## src/rtl/core/ubds_pkg.sv

```systemverilog
`default_nettype none
package ubds_pkg;

  localparam int unsigned CLK_W   = 27;
  localparam int unsigned BAUD_W  = 24;
  localparam int unsigned RATIO_W = 6;
  localparam int unsigned DIV_W   = 26;
  localparam int unsigned ERR_W   = 25;
  localparam int unsigned DEN_W   = 31;
  localparam int unsigned CALC_W  = CLK_W + 1;

  localparam int unsigned MIN_OVERSAMPLE = 4;
  localparam int unsigned MAX_OVERSAMPLE = 32;

  localparam logic [CLK_W-1:0] CLK_RESET = CLK_W'(4000000);

  localparam logic [1:0] DSEL_BR = 2'd0;
  localparam logic [1:0] DSEL_A  = 2'd1;
  localparam logic [1:0] DSEL_B  = 2'd2;

  typedef struct packed {
    logic       load;
    logic       mul_br;
    logic       fix_div;
    logic       mul_ab;
    logic       div_start;
    logic [1:0] div_sel;
    logic       cap_qa;
    logic       cap_qb;
    logic       eval;
    logic       upd;
    logic       next_ratio;
    logic       out_load;
  } ubds_cmd_t;

  typedef struct packed {
    logic div_done;
    logic last_ratio;
    logic out_free;
  } ubds_status_t;

endpackage
`default_nettype wire

```

## src/rtl/core/ubds_div.sv

```systemverilog
`default_nettype none
module ubds_div import ubds_pkg::*; (
  input  wire logic             clk,
  input  wire logic             rst,
  input  wire logic             start,
  input  wire logic [CLK_W-1:0] dividend,
  input  wire logic [DEN_W-1:0] divisor,
  output logic                  done,
  output logic [CLK_W-1:0]      quotient
);

  localparam int unsigned CNT_W = $clog2(CLK_W);

  logic             busy;
  logic [CNT_W-1:0] cnt;
  logic [CLK_W-1:0] rem;
  logic [CLK_W-1:0] quo;
  logic [DEN_W-1:0] dsr;
  logic [CALC_W-1:0] trial;
  logic             ge;
  logic [CALC_W-1:0] diff;

  // one restoring step per cycle
  always_comb begin
    trial = {rem, quo[CLK_W-1]};
    ge    = {{(DEN_W-CALC_W){1'b0}}, trial} >= dsr;
    diff  = trial - dsr[CALC_W-1:0];
  end

  always_ff @(posedge clk) begin
    if (rst) begin
      busy <= 1'b0;
      done <= 1'b0;
      cnt  <= '0;
    end else begin
      done <= 1'b0;
      if (start) begin
        busy <= 1'b1;
        cnt  <= CNT_W'(CLK_W - 1);
      end else if (busy) begin
        if (cnt == '0) begin
          busy <= 1'b0;
          done <= 1'b1;
        end else begin
          cnt <= cnt - 1'b1;
        end
      end
    end
  end

  always_ff @(posedge clk) begin
    if (start) begin
      rem <= '0;
      quo <= dividend;
      dsr <= divisor;
    end else if (busy) begin
      rem <= ge ? diff[CLK_W-1:0] : trial[CLK_W-1:0];
      quo <= {quo[CLK_W-2:0], ge};
    end
  end

  assign quotient = quo;

endmodule
`default_nettype wire

```

## src/rtl/core/ubds_datapath.sv

```systemverilog
`default_nettype none
module ubds_datapath import ubds_pkg::*; (
  input  wire logic                      clk,
  input  wire logic                      rst,
  input  wire ubds_cmd_t                 cmd,
  output ubds_status_t                   status,
  input  wire logic                      cfg_we,
  input  wire logic [CLK_W-1:0]          cfg_clk,
  input  wire logic [BAUD_W-1:0]         target_baud,
  input  wire logic                      out_ready,
  output logic                           out_valid,
  output logic [RATIO_W-1:0]             oversample_ratio,
  output logic [DIV_W-1:0]               baud_divisor,
  output logic signed [ERR_W-1:0]        baud_error
);

  logic [CLK_W-1:0]         src_clk;
  logic [BAUD_W-1:0]        baud;
  logic [RATIO_W-1:0]       ratio;
  logic [DEN_W-1:0]         den_br;
  logic [DEN_W-1:0]         den_a;
  logic [DEN_W-1:0]         den_b;
  logic [DIV_W-1:0]         div;
  logic [CLK_W-1:0]         qa;
  logic [CLK_W-1:0]         qb;
  logic signed [CALC_W-1:0] cand_err;
  logic [DIV_W-1:0]         cand_div;
  logic signed [CALC_W-1:0] best_err;
  logic [DIV_W-1:0]         best_div;
  logic [RATIO_W-1:0]       best_ratio;
  logic [DEN_W-1:0]         divisor_mux;
  logic                     div_done;
  logic [CLK_W-1:0]         quotient;
  logic [DEN_W-1:0]         ratio_x;
  logic [DEN_W-1:0]         div_x;
  logic signed [CALC_W-1:0] err;
  logic signed [CALC_W-1:0] alt;
  logic signed [CALC_W-1:0] baud_s;

  always_comb begin
    ratio_x = {{(DEN_W-RATIO_W){1'b0}}, ratio};
    div_x   = {{(DEN_W-DIV_W){1'b0}}, div};
    baud_s  = $signed({{(CALC_W-BAUD_W){1'b0}}, baud});
    err     = $signed({1'b0, qa}) - baud_s;
    alt     = baud_s - $signed({1'b0, qb});
    case (cmd.div_sel)
      DSEL_A:  divisor_mux = den_a;
      DSEL_B:  divisor_mux = den_b;
      default: divisor_mux = den_br;
    endcase
  end

  ubds_div u_div (
    .clk      (clk),
    .rst      (rst),
    .start    (cmd.div_start),
    .dividend (src_clk),
    .divisor  (divisor_mux),
    .done     (div_done),
    .quotient (quotient)
  );

  always_ff @(posedge clk) begin
    if (rst) begin
      src_clk <= CLK_RESET;
    end else if (cfg_we) begin
      src_clk <= cfg_clk;
    end
  end

  always_ff @(posedge clk) begin
    if (cmd.load) begin
      baud       <= (target_baud == '0) ? BAUD_W'(1) : target_baud;
      best_err   <= (target_baud == '0) ? CALC_W'(1)
                                        : $signed({{(CALC_W-BAUD_W){1'b0}}, target_baud});
      ratio      <= RATIO_W'(MIN_OVERSAMPLE);
      best_ratio <= RATIO_W'(MIN_OVERSAMPLE);
      best_div   <= DIV_W'(1);
    end
    if (cmd.mul_br) begin
      den_br <= {{(DEN_W-BAUD_W){1'b0}}, baud} * ratio_x;
    end
    if (cmd.fix_div) begin
      div <= (quotient == '0) ? DIV_W'(1) : quotient[DIV_W-1:0];
    end
    if (cmd.mul_ab) begin
      den_a <= ratio_x * div_x;
      den_b <= ratio_x * (div_x + 1'b1);
    end
    if (cmd.cap_qa) begin
      qa <= quotient;
    end
    if (cmd.cap_qb) begin
      qb <= quotient;
    end
    if (cmd.eval) begin
      if (err > alt) begin
        cand_err <= alt;
        cand_div <= div + 1'b1;
      end else begin
        cand_err <= err;
        cand_div <= div;
      end
    end
    if (cmd.upd) begin
      if (cand_err <= best_err) begin
        best_err   <= cand_err;
        best_div   <= cand_div;
        best_ratio <= ratio;
      end
    end
    if (cmd.next_ratio) begin
      ratio <= ratio + 1'b1;
    end
    if (cmd.out_load) begin
      oversample_ratio <= best_ratio;
      baud_divisor     <= best_div;
      baud_error       <= best_err[ERR_W-1:0];
    end
  end

  always_ff @(posedge clk) begin
    if (rst) begin
      out_valid <= 1'b0;
    end else if (cmd.out_load) begin
      out_valid <= 1'b1;
    end else if (out_ready) begin
      out_valid <= 1'b0;
    end
  end

  always_comb begin
    status.div_done   = div_done;
    status.last_ratio = ratio == RATIO_W'(MAX_OVERSAMPLE);
    status.out_free   = !out_valid || out_ready;
  end

endmodule
`default_nettype wire

```

## src/rtl/core/ubds_ctrl.sv

```systemverilog
`default_nettype none
module ubds_ctrl import ubds_pkg::*; (
  input  wire logic         clk,
  input  wire logic         rst,
  input  wire logic         in_valid,
  output logic              in_ready,
  input  wire ubds_status_t status,
  output ubds_cmd_t         cmd
);

  localparam logic [3:0] S_IDLE  = 4'd0;
  localparam logic [3:0] S_MUL1  = 4'd1;
  localparam logic [3:0] S_GO1   = 4'd2;
  localparam logic [3:0] S_WAIT1 = 4'd3;
  localparam logic [3:0] S_MUL2  = 4'd4;
  localparam logic [3:0] S_GO2   = 4'd5;
  localparam logic [3:0] S_WAIT2 = 4'd6;
  localparam logic [3:0] S_GO3   = 4'd7;
  localparam logic [3:0] S_WAIT3 = 4'd8;
  localparam logic [3:0] S_EVAL  = 4'd9;
  localparam logic [3:0] S_UPD   = 4'd10;
  localparam logic [3:0] S_OUT   = 4'd11;

  logic [3:0] state;
  logic [3:0] state_next;

  always_ff @(posedge clk) begin
    if (rst) begin
      state <= S_IDLE;
    end else begin
      state <= state_next;
    end
  end

  assign in_ready = state == S_IDLE;

  always_comb begin
    state_next = state;
    cmd        = '0;
    unique case (state)
      S_IDLE: begin
        if (in_valid) begin
          cmd.load   = 1'b1;
          state_next = S_MUL1;
        end
      end
      S_MUL1: begin
        cmd.mul_br = 1'b1;
        state_next = S_GO1;
      end
      S_GO1: begin
        cmd.div_start = 1'b1;
        cmd.div_sel   = DSEL_BR;
        state_next    = S_WAIT1;
      end
      S_WAIT1: begin
        if (status.div_done) begin
          cmd.fix_div = 1'b1;
          state_next  = S_MUL2;
        end
      end
      S_MUL2: begin
        cmd.mul_ab = 1'b1;
        state_next = S_GO2;
      end
      S_GO2: begin
        cmd.div_start = 1'b1;
        cmd.div_sel   = DSEL_A;
        state_next    = S_WAIT2;
      end
      S_WAIT2: begin
        if (status.div_done) begin
          cmd.cap_qa = 1'b1;
          state_next = S_GO3;
        end
      end
      S_GO3: begin
        cmd.div_start = 1'b1;
        cmd.div_sel   = DSEL_B;
        state_next    = S_WAIT3;
      end
      S_WAIT3: begin
        if (status.div_done) begin
          cmd.cap_qb = 1'b1;
          state_next = S_EVAL;
        end
      end
      S_EVAL: begin
        cmd.eval   = 1'b1;
        state_next = S_UPD;
      end
      S_UPD: begin
        cmd.upd = 1'b1;
        if (status.last_ratio) begin
          state_next = S_OUT;
        end else begin
          cmd.next_ratio = 1'b1;
          state_next     = S_MUL1;
        end
      end
      S_OUT: begin
        if (status.out_free) begin
          cmd.out_load = 1'b1;
          state_next   = S_IDLE;
        end
      end
      default: begin
        state_next = S_IDLE;
      end
    endcase
  end

endmodule
`default_nettype wire

```

## src/rtl/core/uart_baud_divisor_search.sv

```systemverilog
`default_nettype none
// channel  direction  signals                                          transfer when
// cfg      in         cfg_valid, cfg_ready, source_clock_hz            cfg_valid & cfg_ready
// in       in         in_valid, in_ready, target_baud                  in_valid & in_ready
// out      out        out_valid, out_ready, oversample_ratio,          out_valid & out_ready
//                     baud_divisor, baud_error
// 29 ratios, 4 to 32, are tried for each item, from the lowest ratio up
// each ratio needs three 27-step divisions on the one shared divider
// rst is synchronous; it clears control state and restores the 4 MHz clock setting
// a new item is taken once the search is over, while the last result may still wait
// a stalled output holds the finished search until the output register frees
module uart_baud_divisor_search import ubds_pkg::*; (
  input  wire logic                clk,
  input  wire logic                rst,
  input  wire logic                cfg_valid,
  output logic                     cfg_ready,
  input  wire logic [CLK_W-1:0]    source_clock_hz,
  input  wire logic                in_valid,
  output logic                     in_ready,
  input  wire logic [BAUD_W-1:0]   target_baud,
  output logic                     out_valid,
  input  wire logic                out_ready,
  output logic [RATIO_W-1:0]       oversample_ratio,
  output logic [DIV_W-1:0]         baud_divisor,
  output logic signed [ERR_W-1:0]  baud_error
);

  ubds_cmd_t    cmd;
  ubds_status_t status;

  assign cfg_ready = 1'b1;

  ubds_ctrl u_ctrl (
    .clk      (clk),
    .rst      (rst),
    .in_valid (in_valid),
    .in_ready (in_ready),
    .status   (status),
    .cmd      (cmd)
  );

  ubds_datapath u_datapath (
    .clk              (clk),
    .rst              (rst),
    .cmd              (cmd),
    .status           (status),
    .cfg_we           (cfg_valid & cfg_ready),
    .cfg_clk          (source_clock_hz),
    .target_baud      (target_baud),
    .out_ready        (out_ready),
    .out_valid        (out_valid),
    .oversample_ratio (oversample_ratio),
    .baud_divisor     (baud_divisor),
    .baud_error       (baud_error)
  );

endmodule
`default_nettype wire

```

## config.mk

```make
export PLATFORM = sky130hd
export DESIGN_NAME = uart_baud_divisor_search
export DESIGN_NICKNAME = d
export VERILOG_FILES = /design/src/rtl/core/ubds_pkg.sv /design/src/rtl/core/ubds_div.sv /design/src/rtl/core/ubds_datapath.sv /design/src/rtl/core/ubds_ctrl.sv /design/src/rtl/core/uart_baud_divisor_search.sv
export SDC_FILE = /design/constraint.sdc
export NUM_CORES = 2
export LEC_CHECK = 0
export ABC_AREA = 1
export BUFFER_PORTS_ARGS = -buffer_cell sky130_fd_sc_hd__buf_2
export CORE_MARGIN = 5
export CORE_UTILIZATION = 45
export CTS_BUF_LIST = sky130_fd_sc_hd__clkbuf_4 sky130_fd_sc_hd__clkbuf_8
export DETAILED_ROUTE_END_ITERATION = 10
export HOLD_SLACK_MARGIN = 0.02
export PLACE_DENSITY_LB_ADDON = 0.1
export SETUP_SLACK_MARGIN = 0.5
export SLEW_MARGIN = 20
export SYNTH_ARGS = -nofsm -noshare
export SYNTH_HDL_FRONTEND = slang
export SYNTH_HIERARCHICAL = 1
export SYNTH_SLANG_ARGS = --single-unit
export TNS_END_PERCENT = 10
```

## constraint.sdc

```tcl
create_clock -name clk -period 6.82 [get_ports clk]
set_clock_uncertainty 0.15 [all_clocks]
set_input_delay 0.341 -clock clk [delete_from_list [all_inputs] [get_ports clk]]
set_output_delay 0.341 -clock clk [all_outputs]
set_load 0.03 [all_outputs]
```

==> reports/results.ini <==
[yosys]
synth_area_um2 = 40500
synth-edff-count = 371
seq_area_frac_synth_pct = 33.7
ys_warn_count = 6
synth_top_cell_area_share_pct = 27.5
ys_types = 50
syn_area_per_cell_um2 = 7.89
synthArstFlopShare_pct = 0
synthFlopType = edfxtp_1
synth_area_leaders = edfxtp_1 (28%), fa_1 (14%), nand2_1 (13%), inv_1 (8.0%), ha_1 (7.8%)
synth_top_area_cell = edfxtp_1
synth_nets = 5726
syn_inst = 5130
ys_ff_latch = 497

[setup_path]
cp_max_fo = 10
critPathLaunchType = flop
cp_slowest_cell = edfxtp_1
critical_path_arrival_ps = 6220
crit_buf_inv = 4
critical_path.endpoint_type = flop
crit_chain = ha_1 -> nand2_1 -> nor3_4 -> nand4_1 -> nor2_1 -> xor2_1 -> inv_1 -> nor2_1 -> fa_1 -> fa_1 -> inv_1 -> fa_1 -> inv_1 -> ha_1 -> nand2_1 -> nor2_1 -> inv_1 -> nor3_1 -> nand3_1 -> nand3_1 -> a21oi_1 -> xnor2_1
cpMostUsedCell = inv_1
worstSetupPathType = flop to flop
path_delay_family = adder cells
required_ps = 7150
slowest_delay_ps = 540

[flow_run]
drv_cap = 0

[pwr]
ir_worst_vdd_mv = 0.400
power_switching_share_pct = 51.4
power_switching_w = 0.0131
power_density_nw_per_um2 = 568
internal-power_w = 0.0124
clkPwrFrac_pct = 12.5
p_comb_share_pct = 65.1
power.leakage_nw = 21.9
p_seq_share_pct = 22.4

[timing]
hold_viol_final = 0
finalSetupViolCount = 0
rsz0062_at_grt = false
fin_setup_tns_ps = 0
timing.final.crit_share_pct = 86.4
min_period_ps = 5890
max_freq_mhz = 170
relSlewSlack_pct = 26.8
slew_violations = 0
worst_pin_slew_ps = 1100

[route]
drc = 0
drt_wl_total_um = 128000
routedWlPerCell_um = 19.6
vias_per_cell = 5.19
postRouteAntennaNets = 0
drt_iter0_drc = 2683
vias = 33773
dr.pass1.iters = 6

[status]
status = finished, final reports clean

[placement]
hpwl_um = 100000
placed_cell_area_um2 = 42000
io_buffer_count = 114
place.gp.congestion = 0.921

[global_routing]
grtUsageMet3_pct = 3.45
antenna_found_initial = 2
top_usage_layer = met2
overflow = 0
met1_usage_pct = 36.7
use_met2_pct = 43.3
grt_max_degree = 72
grt_first_pass_wirelength_um = 196000
track_usage_pct = 26.4
grt_pass1_vias = 33373

[layout]
most-common-layout-cells = nand2_1 (1,372), inv_1 (860), nor2_1 (526)
area_growth_pct = 10.9
register_area_um2 = 13700
drive_above_1_share_pct = 7.18
final_common_cell = nand2_1
fin_area_um2 = 44900
multi_input_area_um2 = 22700
fillCellCount = 8890
final_net_count = 5851

[clock_network]
root_buffer = clkbuf_8
clock_sinks = 497
clk_latency_ps = 750
cts_tree = yes
clk_pin_slew_ps = 60
htreeDepth = 3
cts-buffers-inserted = 89
postCtsSetupBuffers = 0
ctsLongestPathBuffers = 3

[worst_hold_path]
holdCritPathClass = input pin to flop

[floorplan]
die_h_um = 310
core_area_um2 = 89600
io_pins = 116
initial_utilization_pct = 45.2
die_area_um2 = 96100
rows = 110
dieWidth_um = 310

-- cell type report --
type	count	area share, %
well taps	1176	3.28
clock inverters	40	1.00
clock buffers	128	3.49
flip-flops and latches	497	30.4
multi-input cells	3549	50.6
inverters	880	7.36
diodes	2	0.0111
repair buffers	238	3.86
-- cell families (layout without fill, tap and decap cells) --
| group | count (synthesis) | after routing | synth area share [%] |
|---|---|---|---|
| flip-flops | 497 | 497 | 33.7 |
| XOR/XNOR | 135 | 135 | 2.92 |
| other | 1 | 3 | 0.00926 |
| AND/OR/NAND/NOR | 2356 | 2356 | 24.1 |
| buffers and inverters | 1084 | 1286 | 10.4 |
| AO/OA/AOI/OAI | 517 | 517 | 6.90 |
| adder cells (fa/ha/maj) | 540 | 540 | 22.0 |
-- registers in the layout, indices dropped and copies added, names as in the netlist, 28 cells and up --
name	cells
u_datapath/best_err	28
u_datapath/den_br	30
u_datapath/den_b	31
u_datapath/cand_err	28
u_datapath/u_div/dsr	31
u_datapath/den_a	31
-- routing by layer --
layer | wire [um] | vias up
li1 | - | 16415
met1 | 57800 | 16280
met2 | 58900 | 899
met3 | 6820 | 177
met4 | 4160 | 2
met5 | 17 | -
-- power groups by stage --
stage / Clock [W] / Combinational, W / Sequential (W)
floorplan: 0 / 0.0119 / 0.00527
global placement: 0 / 0.0165 / 0.00576
detailed placement: 0 / 0.0166 / 0.00575
CTS: 0.00326 / 0.0167 / 0.00571
global route: 0.00339 / 0.0187 / 0.00575
finish: 0.00318 / 0.0166 / 0.00571
-- timing repair --
item,CTS,global route
hold buffers,82,0
endpoints found under the setup margin,0,5
gates resized for setup,0,1
endpoints found under the hold margin,91,0
-- cell usage after synthesis (all sizes together) (92+ instances only) --
cell and number:
ha 252, fa 288, xor2 92, inv 875, o21ai 169, clkbuf 140
dfxtp 126, nand2 1389, edfxtp 371, nand3 233, nor2 540, a21oi 266
-- worst paths after layout --
kind | startpoint | slack (ps) | depth (start not counted) | to
max | u_datapath/div[1] | 930 | 22 | u_datapath/den_b[26]
min | target_baud[23] | 220 | 2 | u_datapath/baud[23]
min reg2reg | u_datapath/best_err[16] | 270 | 0 | u_datapath/baud_error[16]
max reg2reg | u_datapath/div[1] | 930 | 22 | u_datapath/den_b[26]
-- stage by stage --
stage	hold slack (ps)	std cells	utilization [%]	power, W	setup slack (ps)
6_report	215	6510	50.1	0.0255	925
5_1_grt	175	6509	50.1	0.0279	564
4_1_cts	139	6508	50.1	0.0256	896
3_5_place_dp	263	6258	46.9	0.0223	901
3_3_place_gp	263	6258	46.9	0.0223	865
2_1_floorplan	258	5130	-	0.0172	1840
-- worst reg2reg max path: stages, from the launching register on --
cell      delay (ps)
edfxtp_1         540
ha_1             230
nand2_1          130
nor3_4           310
nand4_1          230
nor2_1           180
xor2_1           320
inv_1            190
nor2_1           190
fa_1             440
fa_1             540
inv_1             50
fa_1             540
inv_1             50
ha_1             400
nand2_1          120
nor2_1           210
inv_1             90
nor3_1           210
nand3_1          130
nand3_1          150
a21oi_1           90
xnor2_1          120
Power figures use the tool's default switching activity.
